===== src/rtl/core/entity_decode_utf8_filter_macros.svh =====
// assertion macros for the entity decode filter
// used by the datapath; needs clk and rst in scope
`ifndef ENTITY_DECODE_UTF8_FILTER_MACROS_SVH
`define ENTITY_DECODE_UTF8_FILTER_MACROS_SVH

// condition implies consequence in the same cycle
`define EDU_ASSERT_IMPL(lbl, cond, cons) \
  lbl: assert property (@(posedge clk) disable iff (rst) (cond) |-> (cons)) \
    else $error("assertion failed");

// condition implies consequence in the next cycle
`define EDU_ASSERT_NEXT(lbl, cond, cons) \
  lbl: assert property (@(posedge clk) disable iff (rst) (cond) |=> (cons)) \
    else $error("assertion failed");

`endif


===== src/rtl/core/edu_pkg.sv =====
// shared types, constants and entity tables of the entity decode filter
// no dependencies
`timescale 1ns / 1ps
package edu_pkg;

  localparam int ENTITY_WINDOW_DEF = 10;
  localparam int NUM_ENT = 21;
  localparam logic [4:0] ENT_MISS = 5'd21;

  localparam logic [7:0] CH_AMP  = 8'h26;
  localparam logic [7:0] CH_SEMI = 8'h3B;
  localparam logic [7:0] CH_SP   = 8'h20;
  localparam logic [7:0] CH_LF   = 8'h0A;
  localparam logic [7:0] CH_CR   = 8'h0D;
  localparam logic [7:0] CH_TAB  = 8'h09;

  typedef enum logic [2:0] {
    S_IDLE, S_FEED, S_RESOLVE, S_EMIT, S_FLUSH, S_NEXT, S_END, S_FINISH
  } state_t;

  typedef struct packed {
    logic load;
    logic feed;
    logic resolve;
    logic emit_ent;
    logic flush;
    logic pop;
    logic end_mark;
    logic finish;
  } cmd_t;

  typedef struct packed {
    logic ok;
    logic feed_res;
    logic feed_flush;
    logic rep_nz;
    logic fill_nz;
    logic fin;
    logic ent_last;
  } stat_t;

  // entity names, last character in the low byte
  function automatic logic [63:0] ent_name(input logic [4:0] i);
    case (i)
      5'd0:  ent_name = 64'("&amp;");
      5'd1:  ent_name = 64'("&lt;");
      5'd2:  ent_name = 64'("&gt;");
      5'd3:  ent_name = 64'("&quot;");
      5'd4:  ent_name = 64'("&apos;");
      5'd5:  ent_name = 64'("&#39;");
      5'd6:  ent_name = 64'("&#8217;");
      5'd7:  ent_name = 64'("&#8216;");
      5'd8:  ent_name = 64'("&#8220;");
      5'd9:  ent_name = 64'("&#8221;");
      5'd10: ent_name = 64'("&nbsp;");
      5'd11: ent_name = 64'("&mdash;");
      5'd12: ent_name = 64'("&ndash;");
      5'd13: ent_name = 64'("&hellip;");
      5'd14: ent_name = 64'("&ldquo;");
      5'd15: ent_name = 64'("&rdquo;");
      5'd16: ent_name = 64'("&lsquo;");
      5'd17: ent_name = 64'("&rsquo;");
      5'd18: ent_name = 64'("&ntilde;");
      5'd19: ent_name = 64'("&eacute;");
      5'd20: ent_name = 64'("&uuml;");
      default: ent_name = '0;
    endcase
  endfunction

  function automatic logic [3:0] ent_name_len(input logic [4:0] i);
    case (i)
      5'd1, 5'd2: ent_name_len = 4'd4;
      5'd0, 5'd5: ent_name_len = 4'd5;
      5'd3, 5'd4, 5'd10, 5'd20: ent_name_len = 4'd6;
      5'd6, 5'd7, 5'd8, 5'd9, 5'd11, 5'd12, 5'd14, 5'd15, 5'd16, 5'd17:
        ent_name_len = 4'd7;
      5'd13, 5'd18, 5'd19: ent_name_len = 4'd8;
      default: ent_name_len = 4'd0;
    endcase
  endfunction

  // replacement text, last character in the low byte
  function automatic logic [23:0] ent_text(input logic [4:0] i);
    case (i)
      5'd0:  ent_text = 24'("&");
      5'd1:  ent_text = 24'("<");
      5'd2:  ent_text = 24'(">");
      5'd3, 5'd8, 5'd9, 5'd14, 5'd15: ent_text = 24'("\"");
      5'd4, 5'd5, 5'd6, 5'd7, 5'd16, 5'd17: ent_text = 24'("'");
      5'd10: ent_text = 24'(" ");
      5'd11: ent_text = 24'(" - ");
      5'd12: ent_text = 24'("-");
      5'd13: ent_text = 24'("...");
      5'd18: ent_text = 24'("n");
      5'd19: ent_text = 24'("e");
      5'd20: ent_text = 24'("u");
      default: ent_text = 24'("-");
    endcase
  endfunction

  function automatic logic [1:0] ent_text_len(input logic [4:0] i);
    case (i)
      5'd11, 5'd13: ent_text_len = 2'd3;
      default: ent_text_len = 2'd1;
    endcase
  endfunction

endpackage


===== src/rtl/core/edu_if.sv =====
// stream interfaces of the entity decode filter: input and output channels
// no dependencies
`timescale 1ns / 1ps
interface edu_in_if;
  logic       valid;
  logic       ready;
  logic [7:0] in_byte;
  logic       final_byte;
  modport source (output valid, in_byte, final_byte, input ready);
  modport sink (input valid, in_byte, final_byte, output ready);
endinterface

interface edu_out_if;
  logic       valid;
  logic       ready;
  logic [7:0] out_byte;
  logic       end_marker;
  logic       run_last;
  modport source (output valid, out_byte, end_marker, run_last, input ready);
  modport sink (input valid, out_byte, end_marker, run_last, output ready);
endinterface


===== src/rtl/core/edu_ctrl.sv =====
// sequencer of the entity decode filter: one state per step of a byte
// depends on edu_pkg
`timescale 1ns / 1ps
module edu_ctrl (
  input  logic          clk,
  input  logic          rst,
  input  logic          in_valid,
  output logic          in_ready,
  input  edu_pkg::stat_t st,
  output edu_pkg::cmd_t  cmd
);
  import edu_pkg::*;

  state_t state, state_next;

  always_ff @(posedge clk) begin
    if (rst) state <= S_IDLE;
    else state <= state_next;
  end

  always_comb begin
    state_next = state;
    cmd = '0;
    in_ready = 1'b0;
    case (state)
      S_IDLE: begin
        in_ready = 1'b1;
        if (in_valid) begin
          cmd.load = 1'b1;
          state_next = S_FEED;
        end
      end
      S_FEED: begin
        if (st.ok) begin
          cmd.feed = 1'b1;
          if (st.feed_res) state_next = S_RESOLVE;
          else if (st.feed_flush) state_next = S_FLUSH;
          else state_next = S_NEXT;
        end
      end
      S_RESOLVE: begin
        cmd.resolve = 1'b1;
        state_next = S_EMIT;
      end
      S_EMIT: begin
        if (st.ok) begin
          cmd.emit_ent = 1'b1;
          if (st.ent_last) state_next = S_NEXT;
        end
      end
      S_FLUSH: begin
        if (st.ok) begin
          cmd.flush = 1'b1;
          state_next = S_NEXT;
        end
      end
      S_NEXT: begin
        if (st.rep_nz) begin
          cmd.pop = 1'b1;
          state_next = S_FEED;
        end else if (st.fin && st.fill_nz) state_next = S_FLUSH;
        else if (st.fin) state_next = S_END;
        else state_next = S_FINISH;
      end
      S_END: begin
        if (st.ok) begin
          cmd.end_mark = 1'b1;
          state_next = S_FINISH;
        end
      end
      S_FINISH: begin
        if (st.ok) begin
          cmd.finish = 1'b1;
          state_next = S_IDLE;
        end
      end
      default: state_next = S_IDLE;
    endcase
  end

endmodule


===== src/rtl/core/edu_dp.sv =====
// datapath of the entity decode filter: window, replay queue, utf-8 state,
// one-item hold stage and output register; depends on edu_pkg and the macros
`timescale 1ns / 1ps
`include "entity_decode_utf8_filter_macros.svh"
module edu_dp #(
  parameter int ENTITY_WINDOW = edu_pkg::ENTITY_WINDOW_DEF
) (
  input  logic          clk,
  input  logic          rst,
  input  logic [7:0]    in_byte,
  input  logic          final_byte,
  input  edu_pkg::cmd_t  cmd,
  output edu_pkg::stat_t st,
  edu_out_if.source     dst
);
  import edu_pkg::*;

  localparam int FILLW = $clog2(ENTITY_WINDOW + 1);
  localparam int IDXW = $clog2(ENTITY_WINDOW);
  localparam int REPW = $clog2(ENTITY_WINDOW);

  logic [7:0]       win [ENTITY_WINDOW];
  logic [7:0]       rep [ENTITY_WINDOW-1];
  logic [FILLW-1:0] fill;
  logic [REPW-1:0]  rep_cnt;
  logic [1:0]       mb_left;
  logic             mb_keep;
  logic [7:0]       cur;
  logic             fin;
  logic [4:0]       ent_sel;
  logic [1:0]       ent_k;
  logic             hold_v;
  logic [7:0]       hold_byte;
  logic             hold_end;
  logic             out_v;
  logic [7:0]       out_b;
  logic             out_end;
  logic             out_last;

  logic             ok;
  logic [FILLW-1:0] fill_inc;
  logic [4:0]       match;
  logic [1:0]       tlen;
  logic [23:0]      ttext;
  logic [7:0]       tchar;

  assign ok = !out_v || dst.ready;
  assign fill_inc = fill + 1'b1;
  assign tlen = ent_text_len(ent_sel);
  assign ttext = ent_text(ent_sel);

  always_comb begin
    int base;
    base = 8 * (int'(tlen) - 1 - int'(ent_k));
    tchar = ttext[base +: 8];
  end

  // compare the window against every entity name
  always_comb begin
    logic [63:0] nm;
    logic [3:0]  ln;
    logic        same;
    match = ENT_MISS;
    for (int i = NUM_ENT - 1; i >= 0; i--) begin
      nm = ent_name(5'(i));
      ln = ent_name_len(5'(i));
      same = (fill == FILLW'(ln));
      for (int k = 0; k < 8; k++) begin
        if (k < int'(ln) && win[k] != nm[8 * (int'(ln) - 1 - k) +: 8]) same = 1'b0;
      end
      if (same) match = 5'(i);
    end
  end

  always_comb begin
    st.ok = ok;
    st.feed_res = (fill != '0) && (cur == CH_SEMI);
    st.feed_flush = (fill != '0) && (cur != CH_SEMI) &&
                    (fill_inc >= FILLW'(ENTITY_WINDOW));
    st.rep_nz = (rep_cnt != '0);
    st.fill_nz = (fill != '0);
    st.fin = fin;
    st.ent_last = (ent_k == tlen - 2'd1);
  end

  // an emitted item waits in the hold stage until the next one shows whether it is last
  logic       em;
  logic [7:0] em_byte;
  logic       em_end;

  always_comb begin
    em = 1'b0;
    em_byte = cur;
    em_end = 1'b0;
    if (cmd.feed) begin
      if (fill != '0) em = 1'b0;
      else if (mb_left != 2'd0) em = mb_keep;
      else if (cur == CH_AMP) em = 1'b0;
      else if (cur[7]) em = ((cur & 8'hE0) == 8'hC0) && (cur == 8'hD6 || cur == 8'hD7);
      else begin
        em = 1'b1;
        if (cur == CH_LF || cur == CH_CR || cur == CH_TAB) em_byte = CH_SP;
      end
    end else if (cmd.emit_ent) begin
      em = 1'b1;
      em_byte = tchar;
    end else if (cmd.flush) begin
      em = 1'b1;
      em_byte = CH_AMP;
    end else if (cmd.end_mark) begin
      em = 1'b1;
      em_byte = 8'h00;
      em_end = 1'b1;
    end
  end

  always_ff @(posedge clk) begin
    if (rst) begin
      fill <= '0;
      rep_cnt <= '0;
      mb_left <= 2'd0;
      mb_keep <= 1'b0;
      hold_v <= 1'b0;
      out_v <= 1'b0;
      fin <= 1'b0;
    end else begin
      if (em && hold_v) begin
        out_v <= 1'b1;
        out_b <= hold_byte;
        out_end <= hold_end;
        out_last <= 1'b0;
      end else if (cmd.finish && hold_v) begin
        out_v <= 1'b1;
        out_b <= hold_byte;
        out_end <= hold_end;
        out_last <= 1'b1;
      end else if (out_v && dst.ready) begin
        out_v <= 1'b0;
      end
      if (em) begin
        hold_v <= 1'b1;
        hold_byte <= em_byte;
        hold_end <= em_end;
      end else if (cmd.finish) begin
        hold_v <= 1'b0;
      end
      if (cmd.load) begin
        cur <= in_byte;
        fin <= final_byte;
      end
      if (cmd.feed) begin
        if (fill != '0) begin
          win[fill[IDXW-1:0]] <= cur;
          fill <= fill_inc;
        end else if (mb_left != 2'd0) begin
          mb_left <= mb_left - 2'd1;
          if (mb_left == 2'd1) mb_keep <= 1'b0;
        end else if (cur == CH_AMP) begin
          win[0] <= cur;
          fill <= FILLW'(1);
        end else if (cur[7]) begin
          if ((cur & 8'hE0) == 8'hC0) begin
            mb_left <= 2'd1;
            mb_keep <= (cur == 8'hD6 || cur == 8'hD7);
          end else if ((cur & 8'hF0) == 8'hE0) begin
            mb_left <= 2'd2;
            mb_keep <= 1'b0;
          end else if ((cur & 8'hF8) == 8'hF0) begin
            mb_left <= 2'd3;
            mb_keep <= 1'b0;
          end
        end
      end
      if (cmd.resolve) begin
        ent_sel <= match;
        ent_k <= 2'd0;
        fill <= '0;
      end
      if (cmd.emit_ent) ent_k <= ent_k + 2'd1;
      if (cmd.flush) begin
        for (int i = 0; i < ENTITY_WINDOW - 1; i++) rep[i] <= win[i + 1];
        rep_cnt <= REPW'(fill - 1'b1);
        fill <= '0;
      end
      if (cmd.pop) begin
        cur <= rep[0];
        for (int i = 0; i < ENTITY_WINDOW - 2; i++) rep[i] <= rep[i + 1];
        rep_cnt <= rep_cnt - 1'b1;
      end
      if (cmd.end_mark) begin
        mb_left <= 2'd0;
        mb_keep <= 1'b0;
      end
    end
  end

  assign dst.valid = out_v;
  assign dst.out_byte = out_b;
  assign dst.end_marker = out_end;
  assign dst.run_last = out_last;

  `EDU_ASSERT_IMPL(a_fill_range, 1'b1, fill <= FILLW'(ENTITY_WINDOW))
  `EDU_ASSERT_IMPL(a_window_or_mb, fill != '0, mb_left == 2'd0)
  `EDU_ASSERT_NEXT(a_finish_drains, cmd.finish, !hold_v)
  `EDU_ASSERT_IMPL(a_marker_zero, hold_v && hold_end, hold_byte == 8'h00)

endmodule


===== src/rtl/core/entity_decode_utf8_filter.sv =====
// top level of the entity decode filter: sequencer plus datapath
// depends on edu_pkg, edu_if, edu_ctrl and edu_dp
//
//   channel | dir | fields                          | handshake
//   src     | in  | in_byte, final_byte             | valid/ready
//   dst     | out | out_byte, end_marker, run_last  | valid/ready
//
// a plain byte goes through accept, process, dispatch and release in turn
// entity replacement adds a lookup step, then emits each replacement byte in turn
// an unmatched window adds a step that emits '&', then each held byte is replayed
// reset is synchronous; no clearing pass; output stalls hold the sequencer
`timescale 1ns / 1ps
module entity_decode_utf8_filter #(
  parameter int ENTITY_WINDOW = edu_pkg::ENTITY_WINDOW_DEF
) (
  input logic        clk,
  input logic        rst,
  edu_in_if.sink     src,
  edu_out_if.source  dst
);
  import edu_pkg::*;

  cmd_t  cmd;
  stat_t st;

  edu_ctrl u_ctrl (
    .clk      (clk),
    .rst      (rst),
    .in_valid (src.valid),
    .in_ready (src.ready),
    .st       (st),
    .cmd      (cmd)
  );

  edu_dp #(.ENTITY_WINDOW(ENTITY_WINDOW)) u_dp (
    .clk        (clk),
    .rst        (rst),
    .in_byte    (src.in_byte),
    .final_byte (src.final_byte),
    .cmd        (cmd),
    .st         (st),
    .dst        (dst)
  );

endmodule


===== src/flat_wrapper.sv =====
// flat-port wrapper written by rule: the top's interface ports become plain ports
module entity_decode_utf8_filter_flat import edu_pkg::*;
#(
  parameter int ENTITY_WINDOW = edu_pkg::ENTITY_WINDOW_DEF
)
  (clk, rst, src_valid, src_in_byte, src_final_byte, src_ready, dst_valid, dst_out_byte, dst_end_marker, dst_run_last, dst_ready);
  edu_in_if src_i ();
  edu_out_if dst_i ();
  input logic clk;
  input logic rst;
  input wire logic [$bits(src_i.valid)-1:0] src_valid;
  input wire logic [$bits(src_i.in_byte)-1:0] src_in_byte;
  input wire logic [$bits(src_i.final_byte)-1:0] src_final_byte;
  output wire logic [$bits(src_i.ready)-1:0] src_ready;
  output wire logic [$bits(dst_i.valid)-1:0] dst_valid;
  output wire logic [$bits(dst_i.out_byte)-1:0] dst_out_byte;
  output wire logic [$bits(dst_i.end_marker)-1:0] dst_end_marker;
  output wire logic [$bits(dst_i.run_last)-1:0] dst_run_last;
  input wire logic [$bits(dst_i.ready)-1:0] dst_ready;
  assign src_i.valid = src_valid;
  assign src_i.in_byte = src_in_byte;
  assign src_i.final_byte = src_final_byte;
  assign src_ready = src_i.ready;
  assign dst_valid = dst_i.valid;
  assign dst_out_byte = dst_i.out_byte;
  assign dst_end_marker = dst_i.end_marker;
  assign dst_run_last = dst_i.run_last;
  assign dst_i.ready = dst_ready;
  entity_decode_utf8_filter #(.ENTITY_WINDOW(ENTITY_WINDOW)) u_core (.clk(clk), .rst(rst), .src(src_i), .dst(dst_i));
endmodule

===== config.mk =====
export PLATFORM = sky130hd
export DESIGN_NAME = entity_decode_utf8_filter_flat
export DESIGN_NICKNAME = d
export VERILOG_FILES = /design/src/rtl/core/edu_pkg.sv /design/src/rtl/core/edu_if.sv /design/src/rtl/core/edu_ctrl.sv /design/src/rtl/core/edu_dp.sv /design/src/rtl/core/entity_decode_utf8_filter.sv /design/src/flat_wrapper.sv
export VERILOG_INCLUDE_DIRS = /design/src /design/src/rtl/core
export SDC_FILE = /design/constraint.sdc
export NUM_CORES = 1
export LEC_CHECK = 0
export ABC_AREA = 0
export BUFFER_PORTS_ARGS = -buffer_cell sky130_fd_sc_hd__buf_2
export CAP_MARGIN = 20
export CELL_PAD_IN_SITES_DETAIL_PLACEMENT = 0
export CELL_PAD_IN_SITES_GLOBAL_PLACEMENT = 2
export CORE_MARGIN = 2
export CORE_UTILIZATION = 44
export CTS_CLUSTER_SIZE = 25
export DETAILED_ROUTE_END_ITERATION = 8
export PLACE_DENSITY_LB_ADDON = 0.15
export SLEW_MARGIN = 20
export SYNTH_ARGS = -nofsm -noshare
export SYNTH_HDL_FRONTEND = slang
export SYNTH_SLANG_ARGS = --single-unit

===== constraint.sdc =====
create_clock -name clk -period 5.7 [get_ports clk]
set_input_delay 0.57 -clock clk [delete_from_list [all_inputs] [get_ports clk]]
set_output_delay 0.57 -clock clk [all_outputs]
set_load 0.1 [all_outputs]

==> qor.csv <==
stage;metric;value;unit
timing;Fin Setup TNS;0;ns
power_and_ir_drop;Peak VDD IR;0.270;mV
yosys;yosys warns;0;
place;HPWL Detailed;17100;um
timing;fin crit period;3.25;ns
critical_path;CP max-delay cell;fa_1;
power_and_ir_drop;Comb pwr share;13.6;%
route;total wire length;24500;um
finish;fin nets;805;
timing;final hold vios;0;
cts;CTS tree;yes;
critical_path;worst reg2reg path depth;9;
timing;period utilization;57.0;%
timing;relative slew slack;41.2;%
critical_path;CP Data Required Time;5.90;ns
critical_path;delay-heaviest family, CP;adder cells;
finish;share of layout cells above drive strength 1;15.9;%
power_and_ir_drop;sequential power share;49.9;%
route;via count;6364;
global_route;met1 Use GR;31.8;%
timing;RSZ-0062 raised after global routing;no;
finish;Area Growth Syn to Fin;11.6;%
critical_path;worst-path cell chain;inv_1 -> ha_1 -> and2_1 -> o21ai_0 -> inv_1 -> fa_1 -> o21ai_0 -> a32oi_1 -> o21ai_0;
cts;hold_buf cts;0;
yosys;Async S/R FF share, synth;0;%
die;num ports;25;
finish;commonest non-fill, non-tap cell in the layout;edfxtp_1;
global_route;Total GRT Usage;21.1;%
cts;clk buf depth;3;
global_route;first-pass GRT wire length;38100;um
critical_path;Startpoint Class;flop;
power_and_ir_drop;Psw;1.01;mW
flow_run;# Max-Cap Violations;0;
critical_path;buffers plus inverters on the worst setup path;2;
critical_path;Crit Path Max Fanout;11;
route;initial drt markers;596;
timing;worst hold slack;0.329;ns
cts;post-cts resize count;0;
critical_path;max incr delay on CP;0.79;ns
critical_path;Critical R2R Launch;u_core.u_dp.ent_sel[1];
finish;commonest cells after routing, fill and taps aside;edfxtp_1, nand2_1, nor2_1;
timing;Worst Skew;0.0162;ns
critical_path;Crit Path Class;flop to flop;
yosys;synth unique cells;73;
yosys;register bit total from synthesis;203;
yosys;EDFF count, synth;186;
die;Die H;152;um
die;Row Count;54;
cts;Reg clk slew, reported paths;0.06;ns
route;TritonRoute pass-1 iters;6;
cts;clk_lat worst skew;0.50;ns
global_route;largest net degree at the start of global routing;49;
place;PortBufs;24;
cts;CTS H-tree lvls;1;
critical_path;most used cell, CP;o21ai_0;
power_and_ir_drop;Sw Ratio;27.0;%
die;Initial Util;44.4;%
timing;Max Fclk;0.308;GHz
worst_hold_path;hold path cells;3;
yosys;post-synthesis instance area;9640;um^2
die;die area;23100;um^2
die;Die X;152;um
global_route;met3 Resource Use GR;2.62;%
route;wire per inst;22.8;um
critical_path;R2R Path End;u_core.u_dp.hold_byte[2];
cts;# Post-CTS Setup Buffers;0;
power_and_ir_drop;Clock power frac;36.5;%
worst_hold_path;Hold EP;u_core.u_dp.fin;
timing;final count of negative-setup-slack endpoints;0;
place;routability cong.;0.904;
power_and_ir_drop;PwrDens;349;nW/um^2
global_route;vias in the first global route;6346;
critical_path;WP data arrival;3.45;ns
global_route;met2 Use GR;32.0;%
global_route;total grt overflow;0;
yosys;post-synthesis sequential area ratio;61.5;%
cts;CTS root buffer;clkbuf_16;
yosys;Post-Syn Nets;781;
timing;Worst Max-Slew Pin Slew;0.875;ns
yosys;dominant synthesized flop cell;edfxtp_1;
yosys;Synth Area per Inst;12.8;um^2
status;status;complete, no violations;
finish;diode count;0;
power_and_ir_drop;Pleak;3.56;nW
worst_hold_path;hold crit path type;input port to flop;
global_route;global routing's busiest layer;met2;
yosys;Post-Synthesis Cells;753;
route;ANT nets after route;0;
cts;TritonCTS sink count;203;
global_route;initial antenna violation count;1;
route;# DRC;0;
cts;CTS buffer count;22;
worst_hold_path;Min-Delay Startpoint;src_final_byte;
critical_path;R2R setup slack;2.45;ns
critical_path;CP Capture Type;flop;
route;Vias/cell;5.93;
die;Core Region;21700;um^2
timing;Final Max Slew Viols;0;
power_and_ir_drop;internal power;2.74;mW
-- layer usage --
metal / up-vias / part of all wire, %
met5: - / 0
met1: 3161 / 47
met4: 0 / 3.1
met3: 49 / 5.3
met2: 197 / 44
li1: 2957 / -
-- flip-flops by register name (all words and copies together) (netlist names), 3 cells and up --
| name | flops |
|---|---|
| u_core.u_dp.win | 80 |
| u_core.u_dp.rep | 72 |
| u_core.u_dp.cur | 8 |
| u_core.u_dp.dst.out_byte | 8 |
| u_core.u_dp.hold_byte | 8 |
| u_core.u_dp.ent_sel | 5 |
| u_core.u_dp.fill | 4 |
| u_core.u_dp.rep_cnt | 4 |
| u_core.u_ctrl.state | 3 |
-- worst max path at each step --
| stage | cells past startpoint | startpoint | end | slack [ns] |
|---|---|---|---|---|
| floorplan | 4 | u_core.u_dp.dst.valid | u_core.u_dp.rep[0][0] | 1.24 |
| global placement | 6 | u_core.u_dp.fill[0] | u_core.u_dp.win[2][2] | 2.35 |
| detailed placement | 6 | u_core.u_dp.fill[0] | u_core.u_dp.win[2][1] | 2.32 |
| CTS | 6 | u_core.u_dp.fill[0] | u_core.u_dp.win[2][5] | 2.31 |
| global route | 5 | u_core.u_dp.fill[1] | u_core.u_dp.hold_byte[5] | 2.13 |
| finish | 9 | u_core.u_dp.ent_sel[1] | u_core.u_dp.hold_byte[2] | 2.45 |
-- cells in the mapped netlist (8+ instances only) --
cell type / n / area, um^2
ha_1: 14 / 175
nor4_1: 11 / 68.8
dfxtp_1: 17 / 340
nor3_1: 22 / 110
nand2b_1: 18 / 113
nand2_1: 72 / 270
nor2_1: 50 / 188
nand3_1: 15 / 75.1
o21ai_0: 21 / 105
nor4bb_1: 9 / 90.1
edfxtp_1: 186 / 5590
mux2_2: 38 / 428
clkbuf_1: 21 / 78.8
nand4_1: 18 / 113
nand4b_1: 8 / 70.1
a21oi_1: 18 / 90.1
mux2_1: 23 / 259
nor2b_1: 14 / 87.6
a31oi_1: 10 / 62.6
inv_1: 17 / 63.8
buf_2: 10 / 50.1
and2_1: 8 / 50.1
and3_1: 8 / 50.1
-- area by class of cell --
class | count | area [um^2]
clock buffers | 28 | 604
inverters | 17 | 63.8
repair buffers | 37 | 218
fillers | 1888 | 10900
flip-flops and latches | 203 | 5930
clock inverters | 12 | 98.8
well taps | 280 | 350
multi-input cells | 496 | 3490
-- per-stage QoR --
step	cell area, um^2	worst slack (ns)	utilization, %	power [mW]	cells
after floorplan	9640	1.24	-	2.26	753
after global placement	10000	2.35	46.3	2.40	1033
after detailed placement	10000	2.32	46.3	2.41	1033
after CTS	10700	2.31	49.5	3.78	1073
after global routing	10800	2.13	49.6	3.91	1073
final	10800	2.45	49.6	3.75	1073
-- cells by family after synthesis --
kind of cell / Yosys count / share of synthesized area [%]
fa+ha+maj: 15 / 2.03
flops: 203 / 61.5
xor+xnor: 2 / 0.182
buf+inv: 54 / 2.51
compound gates: 97 / 7.04
mux: 65 / 7.54
simple gates: 317 / 19.2
-- power groups by stage --
stage          Sequential [mW]  Combinational (mW)  Clock, mW
5_1_grt                   1.88               0.561       1.46
4_1_cts                   1.87               0.512       1.40
6_report                  1.87               0.510       1.37
2_1_floorplan             1.91               0.348          0
3_3_place_gp              1.90               0.501          0
3_5_place_dp              1.90               0.510          0
-- tightest hold or removal path, cell delays in order --
cell and delay, ns:
buf_2 0.10, nand3_1 0.05, a21oi_1 0.05
Power figures use the tool's default switching activity.
